**src/hdl/assert_macros.svh**
```systemverilog
// Assertion helpers for the classifier RTL.
`ifndef ASSERT_MACROS_SVH
`define ASSERT_MACROS_SVH

// Implication checked at every clock edge outside reset.
`define ASSERT_IMPL(label, clk, rst, ante, cons) \
  label: assert property (@(posedge clk) disable iff (rst) (ante) |-> (cons)) \
    else $error("assertion failed");

// Next-cycle implication checked outside reset.
`define ASSERT_NEXT(label, clk, rst, ante, cons) \
  label: assert property (@(posedge clk) disable iff (rst) (ante) |=> (cons)) \
    else $error("assertion failed");

`endif

```
**src/hdl/elc_ram.sv**
```systemverilog
// ---------------------------------------------------------------------------
// elc_ram
// RAM with one write port and one read port, registered read.
// ---------------------------------------------------------------------------
`default_nettype none
module elc_ram #(
  parameter int Width = 8,
  parameter int Depth = 16
) (
  input  wire logic                     clk,
  input  wire logic                     we,
  input  wire logic [$clog2(Depth)-1:0] waddr,
  input  wire logic [Width-1:0]         wdata,
  input  wire logic [$clog2(Depth)-1:0] raddr,
  output logic      [Width-1:0]         rdata
);
  logic [Width-1:0] mem [Depth];
  always_ff @(posedge clk) begin
    if (we) begin
      mem[waddr] <= wdata;
    end
    rdata <= mem[raddr];
  end
endmodule
`default_nettype wire

```
**config.mk**
```make
export PLATFORM = sky130hd
export DESIGN_NAME = elc_ram
export DESIGN_NICKNAME = d
export VERILOG_FILES = /design/src/hdl/assert_macros.svh /design/src/hdl/elc_ram.sv
export SDC_FILE = /design/constraint.sdc
export NUM_CORES = 1
export LEC_CHECK = 0
export ABC_AREA = 1
export BUFFER_PORTS_ARGS = -buffer_cell sky130_fd_sc_hd__buf_2
export CORE_ASPECT_RATIO = 1.1
export CORE_UTILIZATION = 30
export DETAILED_ROUTE_END_ITERATION = 10
export GPL_ROUTABILITY_DRIVEN = 0
export GPL_TIMING_DRIVEN = 0
export RECOVER_POWER = 100
export SETUP_SLACK_MARGIN = 0.2
export SLEW_MARGIN = 20
export SYNTH_ARGS = -nofsm -noshare
export SYNTH_HDL_FRONTEND = slang
export SYNTH_SLANG_ARGS = --single-unit
export TNS_END_PERCENT = 10
```
**constraint.sdc**
```tcl
create_clock -name clk -period 4 [get_ports clk]
set_clock_uncertainty 0.2 [all_clocks]
set_input_delay 1 -clock clk [delete_from_list [all_inputs] [get_ports clk]]
set_output_delay 1 -clock clk [all_outputs]
set_load 0.05 [all_outputs]
```
==> metrics.md <==
| Metric | Value |
|---|---|
| Outcome | complete, no violations |
| Metal2 WL | 6337 um |
| Unrepaired setup endpoints after global routing | no |
| # port buffers | 22 |
| Root buf cell | clkbuf_16 |
| Vias in the first global route | 3,721 |
| CTS tree | done |
| Detailed Route Iter0 Violations | 416 |
| WP buf/inv | 1 |
| Slew Viols, Final | 0 |
| Crit path launch type | flip-flop |
| Internal Power | 2.490 mW |
| Setup violators final | 0 |
| Slew HR | 30.60% |
| Crit-path cells | clkbuf_1 |
| Synth Area in Compound Gates | 0% |
| Post-CTS setup repair buffer count | 0 |
| Met1 Wirelength | 6494 um |
| Top cells by count, synth | nand2_1, edfxtp_1, inv_1, nand3_1, nor2_1 |
| Synth Instances | 551 |
| Final Hold Fails | 0 |
| Pin slew with the least headroom to its limit | 1.041 ns |
| Cell Pwr Density | 484.6 nW/um^2 |
| Post-Route Setup TNS | 0 ns |
| Largest net degree at the start of global routing | 17 |
| Switching Power | 0.7458 mW |
| Hold Buf Count CTS | 0 |
| Fillers | 1,876 |
| Ys async rst share | 0% |
| Tmin final | 2.397 ns |
| Antenna Nets Post-Route | 0 |
| Sequential area share after synthesis | 69.43% |
| Net Sw Frac | 23.05% |
| Hold path start | mem[8][7]$_DFFE_PP_ |
| Worst-path clk slew | 0.06 ns |
| Worst-path maximum fanout | 1 |
| Clock sink total | 136 |
| Total Wirelength | 14,240 um |
| Clock tree buffer depth | 2 |
| Starting Density | 30.99% |
| Row count | 52 |
| Delay-heaviest family, CP | buffers and inverters |
| WL/cell | 16.79 um |
| Static Leak | 2.800 nW |
| Top FF cell, synth | edfxtp_1 |
| Worst-Skew Late Latency | 0.42 ns |
| Total GRT Usage | 15.68% |
| Post-synth top area cell | edfxtp_1 |
| Combinational power share | 7.3% |
| Syn_nets | 569 |
| FF+latch count, synth | 136 |
| Initial antenna violation count | 0 |
| Max Cap Viol | 0 |
| Crit path from | rdata[6]$_DFF_P_ |
| Die area | 19,780 um^2 |
| Yosys Warn Count | 0 |
| Worst path required time | 2.80 ns |
| Final-stage net count | 610 |
| Met3 wire length | 981 um |
| Post-synth EDFFs | 128 |
| Tot Pwr | 3.236 mW |
| Layout cells sized above 1 | 8.099% |
| Sequential Power Share | 49.5% |
| FMAX | 0.4172 GHz |
| First-pass GRT wire length | 22,040 um |
| Die Ht | 147.4 um |
| Largest stage delay, worst path | 0.47 ns |
| Worst r2r src | mem[15][0]$_DFFE_PP_ |
| Largest cells by area after synthesis | edfxtp_1, nand2_1, nand3_1 |
| CP Class | flip-flop to primary output |
| Critical Path Slowest Stage Cell | clkbuf_1 |
| Worst Hold Class | flip-flop to flip-flop |
| Drt pass-1 iters | 5 |
| Syn avg cell area | 10.47 um^2 |
| Clock buffer count from CTS | 17 |
| Grt total ovfl | 0 |
| CTS H-Tree Depth | 4 |
| Clock share of power | 43.2% |
| Remaining routing DRC violations | 0 |
| Post-Synth Adder-Cell Area | 0% |
| Fraction of post-synthesis cell area in the top cell type by area | 66.65% |
| Drt via density | 4.440 |
| Most numerous cell in the Yosys netlist | nand2_1 |
| Via count | 3,765 |
| XOR/XNOR Fraction of Synth Area | 0% |
| Diode count | 0 |
| Syn-to-layout area delta | 15.80% |
| Count of different cell masters after synthesis | 12 |
| Largest family of logic cells by synthesized area | simple AND/OR/NAND/NOR gates |
| DR top layer | met4 |
| Crit end category | primary output |
| Post-synthesis simple-gate area fraction | 21.05% |
| Core area | 18,610 um^2 |
| Peak VDD IR | 0.3323 mV |
| Resized cells post-CTS | 0 |
| Die width | 134.2 um |
| Synthesized area | 5767 um^2 |
| Mux contribution to synthesized area | 0% |
| Critical Path AT | 1.20 ns |
| Dpl hpwl | 9367 um |
| Tcrit/Tclk final | 59.92% |
| Io pins | 26 |
-- layout by cell type, fill, tap and decap left out, drive strengths merged --
| cell | n |
|---|---|
| nand3 | 97 |
| nand3b | 2 |
| edfxtp | 128 |
| nand2 | 173 |
| buf | 25 |
| clkinv | 7 |
| inv | 102 |
| clkinvlp | 3 |
| clkbuf | 42 |
| dfxtp | 8 |
| bufinv | 1 |
| nor2 | 17 |
-- final cells by class --
type | count | area [um^2] | area share (%)
repair buffers | 22 | 85.08 | 1.274
inverters | 102 | 382.9 | 5.734
plain buffers | 24 | 165.2 | 2.473
clock inverters | 11 | 82.58 | 1.237
flip-flops and latches | 136 | 4004 | 59.96
multi-input cells | 289 | 1214 | 18.17
well taps | 243 | 304.0 | 4.553
clock buffers | 21 | 440.4 | 6.595
-- stage by stage --
step,cells,hold slack (ns),area [um^2],util (%),setup slack (ns)
2_1_floorplan,551,0.4074,5767,-,1.849
3_3_place_gp,816,0.5291,6181,33.22,1.309
3_5_place_dp,816,0.5223,6181,33.22,1.257
4_1_cts,848,0.5338,6704,36.03,1.707
5_1_grt,848,0.5757,6678,35.89,1.531
6_report,848,0.5416,6678,35.89,1.603
-- state kept, by name, indices dropped and copies added, names as in the netlist --
name,flops
mem,128
rdata,8
-- per-layer routing --
metal | up-vias | global-route usage [%]
li1 | 1852 | -
met1 | 1734 | 22.01
met3 | 30 | 3.567
met5 | - | 0
met4 | 0 | 8.090
met2 | 149 | 22.59
-- final timing paths --
kind                                          to  slack [ns]  cells after the start
worst max-delay path                    rdata[6]        1.60                      1
worst min-delay path            rdata[7]$_DFF_P_        0.54                      6
worst max register to register  rdata[0]$_DFF_P_        2.74                      6
worst min register to register  rdata[7]$_DFF_P_        0.54                      6
-- power groups by stage --
stage / clock network [mW] / logic (mW) / registers, mW
final: 1.40 / 0.237 / 1.60
after global routing: 1.48 / 0.259 / 1.60
after CTS: 1.42 / 0.242 / 1.60
after detailed placement: 0 / 0.240 / 1.63
after global placement: 0 / 0.238 / 1.63
after floorplan: 0 / 0.112 / 1.66
-- cells by family (layout without fill, tap and decap cells) --
logic type,count (synthesis),in the layout
and+or+nand+nor,289,289
DFF,136,136
buffers and inverters,126,180
Power figures use the tool's default switching activity.
