$ cat src/hdl/assert_macros.svh
// Assertion helpers for the classifier RTL.
`ifndef ASSERT_MACROS_SVH
`define ASSERT_MACROS_SVH

// Implication checked at every clock edge outside reset.
`define ASSERT_IMPL(label, clk, rst, ante, cons) \
  label: assert property (@(posedge clk) disable iff (rst) (ante) |-> (cons)) \
    else $error("assertion failed");

// Next-cycle implication checked outside reset.
`define ASSERT_NEXT(label, clk, rst, ante, cons) \
  label: assert property (@(posedge clk) disable iff (rst) (ante) |=> (cons)) \
    else $error("assertion failed");

`endif

$ cat src/hdl/elc_pkg.sv
// ---------------------------------------------------------------------------
// elc_pkg
// Shared widths, constants and command/status types of the edge classifier.
// ---------------------------------------------------------------------------
`default_nettype none
package elc_pkg;
  localparam int CoordW      = 28;
  localparam int DiffW       = 29;
  localparam int SqW         = 58;
  localparam int SumW        = 60;
  localparam int LenW        = 29;
  localparam int QuantW      = 25;
  localparam int KeyW        = 30;
  localparam int CatW        = 6;
  localparam int MaxClasses  = 64;
  localparam logic [QuantW-1:0] QuantumReset = QuantW'(168);

  typedef struct packed {
    logic load;      // latch input beat, start squaring
    logic sq_step;   // square next axis difference
    logic root_step; // one root iteration
    logic div_step;  // one divider iteration
    logic div_init;  // start divider
    logic rd_key;    // issue key read
    logic wr_key;    // write key at class count
  } elc_cmd_t;

  typedef struct packed {
    logic sq_done;
    logic root_done;
    logic div_done;
  } elc_sts_t;
endpackage
`default_nettype wire

$ cat src/hdl/elc_ctrl.sv
// ---------------------------------------------------------------------------
// elc_ctrl
// Sequencer: handshake, datapath commands, class table search and result.
// ---------------------------------------------------------------------------
`default_nettype none
module elc_ctrl #(
  parameter int MaxClasses = elc_pkg::MaxClasses
) (
  input  wire logic                        clk,
  input  wire logic                        rst,
  input  wire logic                        in_valid,
  output logic                             in_ready,
  input  wire logic                        first_edge,
  output logic                             out_valid,
  input  wire logic                        out_ready,
  output elc_pkg::elc_cmd_t                cmd,
  input  wire elc_pkg::elc_sts_t           sts,
  input  wire logic [elc_pkg::KeyW-1:0]    key,
  input  wire logic [elc_pkg::KeyW-1:0]    rd_key,
  output logic [$clog2(MaxClasses)-1:0]    addr,
  output logic [elc_pkg::CatW-1:0]         category,
  output logic                             is_new,
  output logic                             table_full
);
  localparam int AW = $clog2(MaxClasses);
  localparam int CW = $clog2(MaxClasses + 1);

  typedef enum logic [3:0] {
    IDLE, SQUARE, ROOT, DIVINIT, DIVIDE, SEARCH, COMPARE, RESULT
  } state_t;

  state_t        state;
  logic [CW-1:0] count;
  logic [CW-1:0] idx;

  assign in_ready  = (state == IDLE);
  assign out_valid = (state == RESULT);
  assign addr      = (state == COMPARE && idx == count) ? count[AW-1:0] : idx[AW-1:0];

  always_comb begin
    cmd = '0;
    unique case (state)
      IDLE:    cmd.load      = in_valid;
      SQUARE:  cmd.sq_step   = !sts.sq_done;
      ROOT:    cmd.root_step = !sts.root_done;
      DIVINIT: cmd.div_init  = 1'b1;
      DIVIDE:  cmd.div_step  = !sts.div_done;
      SEARCH:  cmd.rd_key    = 1'b1;
      COMPARE: cmd.wr_key    = (idx == count) && (count < CW'(MaxClasses));
      RESULT:  cmd           = '0;
      default: cmd           = '0;
    endcase
  end

  always_ff @(posedge clk) begin
    if (rst) begin
      state <= IDLE;
      count <= '0;
      idx   <= '0;
    end else begin
      unique case (state)
        IDLE: begin
          if (in_valid) begin
            if (first_edge) begin
              count <= '0;
            end
            state <= SQUARE;
          end
        end
        SQUARE:  if (sts.sq_done) state <= ROOT;
        ROOT:    if (sts.root_done) state <= DIVINIT;
        DIVINIT: state <= DIVIDE;
        DIVIDE: begin
          if (sts.div_done) begin
            idx   <= '0;
            state <= SEARCH;
          end
        end
        SEARCH: state <= COMPARE;
        COMPARE: begin
          if (idx == count) begin
            state <= RESULT;
            if (count < CW'(MaxClasses)) begin
              category   <= elc_pkg::CatW'(count);
              is_new     <= 1'b1;
              table_full <= 1'b0;
              count      <= count + CW'(1);
            end else begin
              category   <= '0;
              is_new     <= 1'b0;
              table_full <= 1'b1;
            end
          end else if (rd_key == key) begin
            category   <= elc_pkg::CatW'(idx);
            is_new     <= 1'b0;
            table_full <= 1'b0;
            state      <= RESULT;
          end else begin
            idx   <= idx + CW'(1);
            state <= SEARCH;
          end
        end
        RESULT:  if (out_ready) state <= IDLE;
        default: state <= IDLE;
      endcase
    end
  end
endmodule
`default_nettype wire

$ cat config.mk
export PLATFORM = sky130hd
export DESIGN_NAME = elc_ctrl
export DESIGN_NICKNAME = d
export VERILOG_FILES = /design/src/hdl/assert_macros.svh /design/src/hdl/elc_pkg.sv /design/src/hdl/elc_ctrl.sv
export SDC_FILE = /design/constraint.sdc
export NUM_CORES = 1
export LEC_CHECK = 0
export BUFFER_PORTS_ARGS = -buffer_cell sky130_fd_sc_hd__buf_2
export CAP_MARGIN = 30
export CORE_UTILIZATION = 49
export DETAILED_ROUTE_END_ITERATION = 10
export GPL_TIMING_DRIVEN = 0
export HOLD_SLACK_MARGIN = 0.02
export PLACE_DENSITY = 0.95
export SETUP_SLACK_MARGIN = 0.5
export SYNTH_ARGS = -nofsm -noshare
export SYNTH_HDL_FRONTEND = slang
export SYNTH_SLANG_ARGS = --single-unit
$ cat constraint.sdc
create_clock -name clk -period 7.4 [get_ports clk]
set_clock_uncertainty 0.05 [all_clocks]
set_input_delay 0.74 -clock clk [delete_from_list [all_inputs] [get_ports clk]]
set_output_delay 0.74 -clock clk [all_outputs]
set_load 0.03 [all_outputs]
==> flow_summary.yaml <==
logic_synthesis:
  ys_types: 37
  ys_seq_elements: 25
  syn_area_um2: 1760
  ys_seq_area_share_pct: 32.9
  syn-num-nets: 283
  syn_inst: 213
  synth_area_per_cell_um2: 8.28
  synth_warnings: 0
status:
  status: "completed"
clock_network:
  cts_tree: "done"
  cts_setup_buffers: 0
  hold_buffers: 0
  htree_num_levels: 1
  cts_root_buf: "clkbuf_4"
  cts.sinks: 25
  cts_inserted_buffers: 3
  cts_resized: 0
  clockBufferDepth: 2
  clk_latency_ns: 0.32
  clk_pin_slew_worst_paths_ns: 0.14
timing:
  fin_crit_sh_pct: 42.2
  worstMarginPinSlew_ns: 0.996
  grt_setup_unrepaired: "false"
  period_needed_ns: 3.13
  max_slew_margin_pct: 33.0
  layout_setup_ws_ns: 4.27
  finalSetupViolCount: 0
  whs_ns: 0.479
  max_freq_mhz: 320
  slew_viol_final: 0
  fin_setup_tns_ns: 0
  hold_violations: 0
grt:
  gr-total-overflow: 0
  grt_max_degree: 14
  grt_pass1_vias: 1629
  grt_antenna_before_repair: 0
  grt_pass1_wl_mm: 6.76
  grt_use_total_pct: 23.5
placement:
  port_buffers: 90
  pre_cts_ws_ns: 4.13
  routabilityCongestion: 0.840
  dpl.hpwl_mm: 3.46
cells_and_area:
  fillers: 297
  multiInputGateArea_um2: 1090
  final_nets: 378
  area_growth_pct: 30.3
  final_layout_size_suffix_gt1_share_pct: 32.2
  seq_area_um2: 581
  antenna_cells: 0
setup_path:
  cp_num_buf_inv: 2
  cp-start-kind: "flip-flop"
  cp_data_required_time_ns: 6.61
  cp_cell_sequence: "clkbuf_1 > xor2_1 > nor3_1 > nand4_1 > nor2_1 > buf_2"
  critical_path.slowest_cell: "nor3_1"
  slowest_delay_ns: 0.44
  arrival_ns: 2.34
  cp_top_family: "simple AND/OR/NAND/NOR gates"
  crit_path_max_fanout: 8
  critical_path_class: "reg2out"
  timing.critical_path.to_type: "primary output"
floorplanning:
  die_w_um: 62.0
  fp-row-count: 21
  io_pins: 91
  die_area_um2: 3840
  start_util_pct: 52.0
  fp.dieH_um: 62.0
  core_um2: 3390
routing:
  drt_wl_total_mm: 4.29
  drtIter0Drc: 70
  vias: 1891
  wl_per_cell_um: 12.2
  ant_nets: 0
  drc: 0
  viasPerCell: 5.36
  drtPass1Iterations: 4
power_and_ir_drop:
  p_leak_nw: 1.03
  powerDensity_nw_per_um2: 127
  ir_worst_vdd_v: 0.0000684
hold_path:
  min_path_type: "reg2reg"
flow_run:
  max-cap-violations: 0
[flip-flops by register name (all words and copies together), names as in the netlist]
signal / cells
state: 3
count: 7
category: 6
table_full: 1
idx: 7
is_new: 1
[logic make-up (layout without fill, tap and decap cells)]
group,count (synthesis),after routing,share of synthesized area [%]
compound gates,34,34,12.0
xor+xnor,41,41,20.4
fa+ha+maj,2,2,1.42
buf+inv,24,118,5.18
flops,25,25,32.9
mux,1,1,0.567
simple gates,86,86,27.6
[cells in the final DEF (no fill, tap or decap), drive strengths merged]
cell type	count
buf	91
xor2	26
nor2	18
clkbuf	18
dfxtp	17
xnor2	15
o21ai	14
nor4	11
inv	9
nand2	9
nand4	9
a21oi	8
edfxtp	8
nand3b	7
and3	6
nor2b	5
nor3	4
or3	4
and2	4
a31oi	3
nand3	3
nor3b	2
and4	2
a31o	2
a32o	2
ha	2
or4	1
o21a	1
o211ai	1
a41o	1
a21o	1
a41oi	1
mux2i	1
or3b	1
[Yosys cell counts]
library cell  count  share of area [%]
xor2_1           26                 13
nor2_1           18                3.8
dfxtp_1          17                 19
xnor2_1          15                7.4
clkbuf_1         14                3.0
o21ai_0          13                3.7
nor4_1           11                3.9
inv_1             9                1.9
nand2_1           9                1.9
nand4_1           9                3.2
a21oi_1           8                2.3
edfxtp_1          8                 14
nand3b_1          7                3.0
and3_1            5                1.8
nor2b_1           5                1.8
nor3_1            4                1.1
or3_1             4                1.4
a31oi_1           3                1.1
and2_1            3                1.1
nand3_1           3               0.85
a31o_2            2               0.99
a32o_1            2                1.1
and4_1            2               0.99
ha_1              2                1.4
nor3b_1           2               0.85
a21o_1            1               0.43
a41o_1            1               0.57
a41oi_1           1               0.50
and2_0            1               0.35
and3_4            1               0.64
buf_2             1               0.28
mux2i_1           1               0.57
o211ai_1          1               0.43
o21a_1            1               0.43
o21ai_2           1               0.50
or3b_2            1               0.50
or4_1             1               0.43
[final cells by class]
| class | count | area share [%] |
|---|---|---|
| Inverter | 9 | 1.47 |
| Buffer | 15 | 2.50 |
| Tap cell | 46 | 2.50 |
| Sequential cell | 25 | 25.3 |
| Timing Repair Buffer | 90 | 19.6 |
| Clock buffer | 4 | 1.14 |
| Multi-Input combinational cell | 164 | 47.5 |
[power by group]
| group | total (mW) | internal [mW] | switching, mW |
|---|---|---|---|
| Combinational | 0.0824 | 0.0361 | 0.0464 |
| Sequential | 0.148 | 0.144 | 0.00406 |
| Clock | 0.0618 | 0.0211 | 0.0407 |
| Total | 0.293 | 0.202 | 0.0911 |
[path summary, 6_finish.rpt]
path                 start          to  slack [ns]  depth (start not counted)
setup / recovery    idx[3]      cmd[0]        4.27                          6
hold / removal      idx[6]      idx[6]        0.48                          2
hold reg to reg     idx[6]      idx[6]        0.48                          2
setup reg to reg  state[1]  table_full        4.55                          6
[metrics by stage]
stage	total power, mW	instance area [um^2]	std cells	util [%]
floorplan	0.200	1760	213	-
global placement	0.231	2270	349	67.0
detailed placement	0.233	2270	349	67.0
CTS	0.293	2300	353	67.8
global route	0.308	2300	353	67.8
finish	0.293	2300	353	67.8
[worst reg2reg max path, cell delays in order (launching register included)]
cell and delay [ns]:
dfxtp_1 0.45, nand3b_1 0.17, nor4_1 0.32, nand4_1 0.16, or4_1 0.53, buf_2 0.19
a21oi_1 0.63
[metal layers]
layer | up-vias | wire length [um] | GRT usage [%]
li1 | 939 | - | -
met1 | 863 | 1710 | 28.0
met2 | 83 | 2270 | 42.7
met3 | 6 | 268 | 2.69
met4 | 0 | 49 | 8.89
met5 | - | 0 | 0
Power figures use the tool's default switching activity.
