## config.mk

```make
export PLATFORM = sky130hd
export DESIGN_NAME = elc_datapath
export DESIGN_NICKNAME = d
export VERILOG_FILES = /design/src/hdl/assert_macros.svh /design/src/hdl/elc_pkg.sv /design/src/hdl/elc_datapath.sv
export SDC_FILE = /design/constraint.sdc
export NUM_CORES = 2
export LEC_CHECK = 0
export BUFFER_PORTS_ARGS = -buffer_cell sky130_fd_sc_hd__buf_2
export CAP_MARGIN = 10
export CORE_MARGIN = 2
export CORE_UTILIZATION = 35
export DETAILED_ROUTE_END_ITERATION = 7
export GPL_TIMING_DRIVEN = 0
export HOLD_SLACK_MARGIN = 0.15
export MAX_ROUTING_LAYER = met4
export PLACE_DENSITY = 0.51
export SKIP_CTS_REPAIR_TIMING = 1
export SLEW_MARGIN = 0
export SYNTH_ARGS = -nofsm -noshare
export SYNTH_HDL_FRONTEND = slang
export SYNTH_SLANG_ARGS = --single-unit
export TNS_END_PERCENT = 1
```

## constraint.sdc

```tcl
create_clock -name clk -period 9 [get_ports clk]
set_clock_uncertainty 0.2 [all_clocks]
set_input_delay 0.45 -clock clk [delete_from_list [all_inputs] [get_ports clk]]
set_output_delay 0.45 -clock clk [all_outputs]
set_load 0.005 [all_outputs]
```

## src/hdl/assert_macros.svh

```systemverilog
// Assertion helpers for the classifier RTL.
`ifndef ASSERT_MACROS_SVH
`define ASSERT_MACROS_SVH

// Implication checked at every clock edge outside reset.
`define ASSERT_IMPL(label, clk, rst, ante, cons) \
  label: assert property (@(posedge clk) disable iff (rst) (ante) |-> (cons)) \
    else $error("assertion failed");

// Next-cycle implication checked outside reset.
`define ASSERT_NEXT(label, clk, rst, ante, cons) \
  label: assert property (@(posedge clk) disable iff (rst) (ante) |=> (cons)) \
    else $error("assertion failed");

`endif

```

## src/hdl/elc_pkg.sv

```systemverilog
// ---------------------------------------------------------------------------
// elc_pkg
// Shared widths, constants and command/status types of the edge classifier.
// ---------------------------------------------------------------------------
`default_nettype none
package elc_pkg;
  localparam int CoordW      = 28;
  localparam int DiffW       = 29;
  localparam int SqW         = 58;
  localparam int SumW        = 60;
  localparam int LenW        = 29;
  localparam int QuantW      = 25;
  localparam int KeyW        = 30;
  localparam int CatW        = 6;
  localparam int MaxClasses  = 64;
  localparam logic [QuantW-1:0] QuantumReset = QuantW'(168);

  typedef struct packed {
    logic load;      // latch input beat, start squaring
    logic sq_step;   // square next axis difference
    logic root_step; // one root iteration
    logic div_step;  // one divider iteration
    logic div_init;  // start divider
    logic rd_key;    // issue key read
    logic wr_key;    // write key at class count
  } elc_cmd_t;

  typedef struct packed {
    logic sq_done;
    logic root_done;
    logic div_done;
  } elc_sts_t;
endpackage
`default_nettype wire

```

## src/hdl/elc_datapath.sv

```systemverilog
// ---------------------------------------------------------------------------
// elc_datapath
// Squares, serial root and serial divider producing length and key.
// ---------------------------------------------------------------------------
`default_nettype none
module elc_datapath (
  input  wire logic                              clk,
  input  wire logic                              rst,
  input  wire elc_pkg::elc_cmd_t                 cmd,
  output elc_pkg::elc_sts_t                      sts,
  input  wire logic signed [elc_pkg::CoordW-1:0] ax,
  input  wire logic signed [elc_pkg::CoordW-1:0] ay,
  input  wire logic signed [elc_pkg::CoordW-1:0] az,
  input  wire logic signed [elc_pkg::CoordW-1:0] bx,
  input  wire logic signed [elc_pkg::CoordW-1:0] by_coord,
  input  wire logic signed [elc_pkg::CoordW-1:0] bz,
  input  wire logic        [elc_pkg::QuantW-1:0] quantum,
  output logic             [elc_pkg::LenW-1:0]   edge_length,
  output logic             [elc_pkg::KeyW-1:0]   key
);
  localparam int DW = elc_pkg::DiffW;
  localparam int SW = elc_pkg::SumW;
  localparam int LW = elc_pkg::LenW;
  localparam int QW = elc_pkg::QuantW;
  localparam int KW = elc_pkg::KeyW;

  logic signed [DW-1:0] dif [3];
  logic [1:0]           axis;
  logic [SW-1:0]        sum;
  logic [SW-1:0]        rem;
  logic [5:0]           rcnt;
  logic [4:0]           dcnt;
  logic [QW-1:0]        divisor;
  logic [QW:0]          drem;
  logic [LW-1:0]        quo;
  logic [DW-2:0]        mag;
  logic [SW+1:0]        trial;
  logic [SW-1:0]        rem_sh;
  logic [QW:0]          dsh;

  assign mag = dif[axis][DW-1] ? (DW-1)'(-dif[axis]) : dif[axis][DW-2:0];
  // Restoring root: two remainder bits per iteration.
  assign rem_sh = {rem[SW-3:0], sum[SW-1:SW-2]};
  assign trial  = {2'b00, rem_sh} - {2'b00, {(SW-LW-2){1'b0}}, edge_length, 2'b01};
  assign dsh    = {drem[QW-1:0], quo[LW-1]};

  always_ff @(posedge clk) begin
    if (rst) begin
      sts <= '0;
    end else begin
      if (cmd.load) begin
        dif[0] <= DW'(ax) - DW'(bx);
        dif[1] <= DW'(ay) - DW'(by_coord);
        dif[2] <= DW'(az) - DW'(bz);
        axis   <= '0;
        sum    <= '0;
        sts    <= '0;
      end
      if (cmd.sq_step) begin
        sum  <= sum + SW'(mag * mag);
        axis <= axis + 2'd1;
        sts.sq_done <= (axis == 2'd2);
        rem  <= '0;
        edge_length <= '0;
        rcnt <= '0;
      end
      if (cmd.root_step) begin
        sum <= {sum[SW-3:0], 2'b00};
        if (!trial[SW+1]) begin
          rem         <= trial[SW-1:0];
          edge_length <= {edge_length[LW-2:0], 1'b1};
        end else begin
          rem         <= rem_sh;
          edge_length <= {edge_length[LW-2:0], 1'b0};
        end
        rcnt <= rcnt + 6'd1;
        sts.root_done <= (rcnt == 6'(SW/2 - 1));
      end
      if (cmd.div_init) begin
        divisor <= (quantum == '0) ? QW'(1) : quantum;
        drem    <= '0;
        quo     <= edge_length;
        dcnt    <= '0;
      end
      if (cmd.div_step) begin
        if (dsh >= {1'b0, divisor}) begin
          drem <= dsh - {1'b0, divisor};
          quo  <= {quo[LW-2:0], 1'b1};
        end else begin
          drem <= dsh;
          quo  <= {quo[LW-2:0], 1'b0};
        end
        dcnt <= dcnt + 5'd1;
        sts.div_done <= (dcnt == 5'(LW - 1));
      end
    end
  end

  assign key = KW'(quo) + KW'(1);
endmodule
`default_nettype wire

```

==> results by group <==
Worst setup path
  – Crit path DAT: 10.34 ns
  – Setup CP Type: flop to flop
  – Worst Setup Start Kind: flop
  – Worst Path Required: 9.13 ns
  – Slowest stage delay, CP: 0.60 ns
  – Slowest CP cell: fa_1
  – Critical Path End Type: flop
  – Maximum fanout along the worst path: 10
  – Worst path most repeated cell: fa_1

Timing
  – Unrepaired setup endpoints after global routing: yes
  – Final hold vios: 0
  – Hold Slack: 0.1330 ns
  – Slew @ Worst Pin: 1.087 ns
  – Max-slew headroom: 0.2752
  – Slack of the critical path: -1.209 ns
  – Fin. max-slew vios: 0
  – Final setup viols: 39
  – Fmax achieved: 97.95 MHz
  – Crit path time final: 10.21 ns
  – Final Cycle Share: 1.134

CTS
  – CTS H-tree lvls: 2
  – CTS tree: done
  – Inserted Clock Buffers: 41
  – Num Clock Sinks: 331
  – Worst-path clk slew: 0.06 ns
  – Clk buf depth: 3
  – Worst-skew pair later-pin latency: 0.60 ns
  – CTS Root Cell: clkbuf_16

Logic synthesis
  – Post-synthesis adder-cell area fraction: 0.3886
  – Synth Warn #: 0
  – Seq cells post-synth: 331
  – Synthesized cell area: 46,120 um^2
  – XOR/XNOR share of the synthesized area: 0.04598
  – Synth cell types: 87
  – Register area share after synthesis: 0.2144
  – Largest family of logic cells by synthesized area: adder cells
  – Post-synth EDFFs: 326
  – Post-synthesis compound-gate area fraction: 0.1065
  – Post-Syn Nets: 6,203
  – Post-synth top flop: edfxtp_1
  – Biggest area consumer among synthesized cells: fa_1
  – Cell count after synthesis: 4,967
  – Top cell type's share of synthesized area: 0.2882
  – Largest cells by area after synthesis: fa_1 29%, edfxtp_1 21%, ha_1 10%, inv_1 9.4%, nand2_1 3.6%
  – Simple-gate share of the synthesized area: 0.1157
  – Syn avg cell area: 9.285 um^2
  – Asr flop ratio synth: 0
  – Mux contribution to synthesized area: 0.01810

Cells and area
  – Commonest non-fill, non-tap cell in the layout: inv_1
  – Final-layout fill cell count: 13,125
  – Area grow syn2layout: 19.69%
  – Most frequent cells in the layout: 1,127 x inv_1, 631 x fa_1, 407 x nand2_1
  – Share of layout cells above drive strength 1: 0.1613
  – ANT cells: 0
  – Non-filler cells, final: 7,236
  – Design Area, Final: 55,200 um^2
  – Final net count: 6,687

Place
  – Final GP Congestion: 0.9464
  – Placed Area: 50,240 um^2
  – Placed wire-length estimate: 113.0 mm
  – I/O Buffers: 259
  – DP Cell Count: 6,995

Detailed routing
  – Via count: 35,977
  – Number of remaining DRC errors: 0
  – Routed len/inst: 19.38 um
  – DR vias/cell: 4.972
  – Post-Route WL: 140.2 mm
  – Drt first pass iters: 6
  – DR iter-0 viols: 2,195
  – Post-route ant nets: 0

Floorplan
  – Starting Density: 0.3517
  – Row Count: 133
  – I/O Pins: 264
  – Core Box Area: 131,100 um^2
  – Die footprint: 134,700 um^2
  – Die X: 367.0 um
  – Die Y: 367.0 um

GRT
  – GR Overflow Total: 0
  – Tot GR Track Use: 0.2108
  – Largest net degree at the start of global routing: 35
  – Initial antenna violation count: 1
  – Vias in the first global route: 36,671
  – First-pass GRT wire length: 213.4 mm

Status
  – Status: complete, but fails checks
  – Failing checks: setup timing

Flow run
  – Max Cap Violations: 0

Hold path
  – Hold Crit Class: input port to flop
-- path summary, 6_finish.rpt --
check,cells after the start,end,slack (ns),from
worst max-delay path,38,sum[59],-1.21,flop
worst min-delay path,3,dif[1][25],0.13,ay[25]
worst min register to register,2,sts[0],0.26,sts[0]
worst max register to register,38,sum[59],-1.21,flop
-- flip-flops by register name, indices dropped and copies added (netlist names), named ones only --
name	count
dif	87
sum	60
rem	58
edge_length	29
quo	29
divisor	25
drem	25
rcnt	6
dcnt	5
sts	3
axis	2
-- Yosys cell counts (16+ instances only) --
library cell,instances
nor2b_1,31
a31oi_1,27
nor4_1,28
and2_1,19
o31ai_1,21
or4_1,20
and3_1,35
a21o_1,101
o21ai_0,150
fa_1,664
xor2_1,93
mux2i_1,64
inv_1,1152
or3_1,21
edfxtp_1,326
nor2_1,381
nand2b_1,37
o22ai_1,32
xnor2_1,138
ha_1,370
nand3_1,69
a211oi_1,20
a21oi_1,211
nand4_1,42
nand2_1,437
o21a_1,41
o211ai_1,17
buf_2,42
mux2_2,16
clkbuf_1,121
nor3_1,39
-- per-stage QoR --
step | setup WS (ns) | utilization | TNS, ns
3_5_place_dp | -3.545 | 0.3832 | -119.88
2_1_floorplan | -0.2833 | - | -2.544
6_report | -1.209 | 0.4210 | -26.77
3_3_place_gp | -3.831 | 0.3806 | -136.91
5_1_grt | -1.442 | 0.4210 | -39.65
4_1_cts | -3.586 | 0.3935 | -121.86
-- cell type report --
class / count / area (um^2) / share of cell area
inverters: 1163 / 4436 / 0.08035
flip-flops and latches: 331 / 9893 / 0.1792
multi-input cells: 3298 / 32890 / 0.5957
repair buffers: 450 / 3237 / 0.05864
clock buffers: 46 / 1045 / 0.01893
plain buffers: 166 / 1191 / 0.02158
well taps: 1755 / 2196 / 0.03978
clock inverters: 27 / 317.8 / 0.005757
-- metal layers --
layer / vias up / global-route usage / routed length (um)
li1: 16882 / - / -
met1: 17930 / 0.2737 / 60590
met2: 959 / 0.3437 / 67610
met3: 206 / 0.02837 / 7384
met4: 0 / 0.06100 / 4665
met5: - / - / 0
-- logic make-up (layout without fill, tap and decap cells) --
kind of cell / after synthesis / after routing
compound gates: 756 / 756
xor+xnor: 237 / 237
fa+ha+maj: 1034 / 1034
buf+inv: 1338 / 1852
flops: 331 / 331
mux: 81 / 81
simple gates: 1190 / 1190
-- worst max-delay path, delay by kind of cell (launching register included) --
kind / cells / cell delay (ns)
AND/OR/NAND/NOR: 5 / 0.87
AO/OA/AOI/OAI: 10 / 2.12
multiplexers: 1 / 0.23
buffers and inverters: 11 / 1.27
flip-flops: 1 / 0.38
XOR/XNOR: 1 / 0.17
adder cells (fa/ha/maj): 10 / 4.69
Power is not shown: default switching activity piles up to over one toggle a cycle in this logic, so the estimate is an artifact.
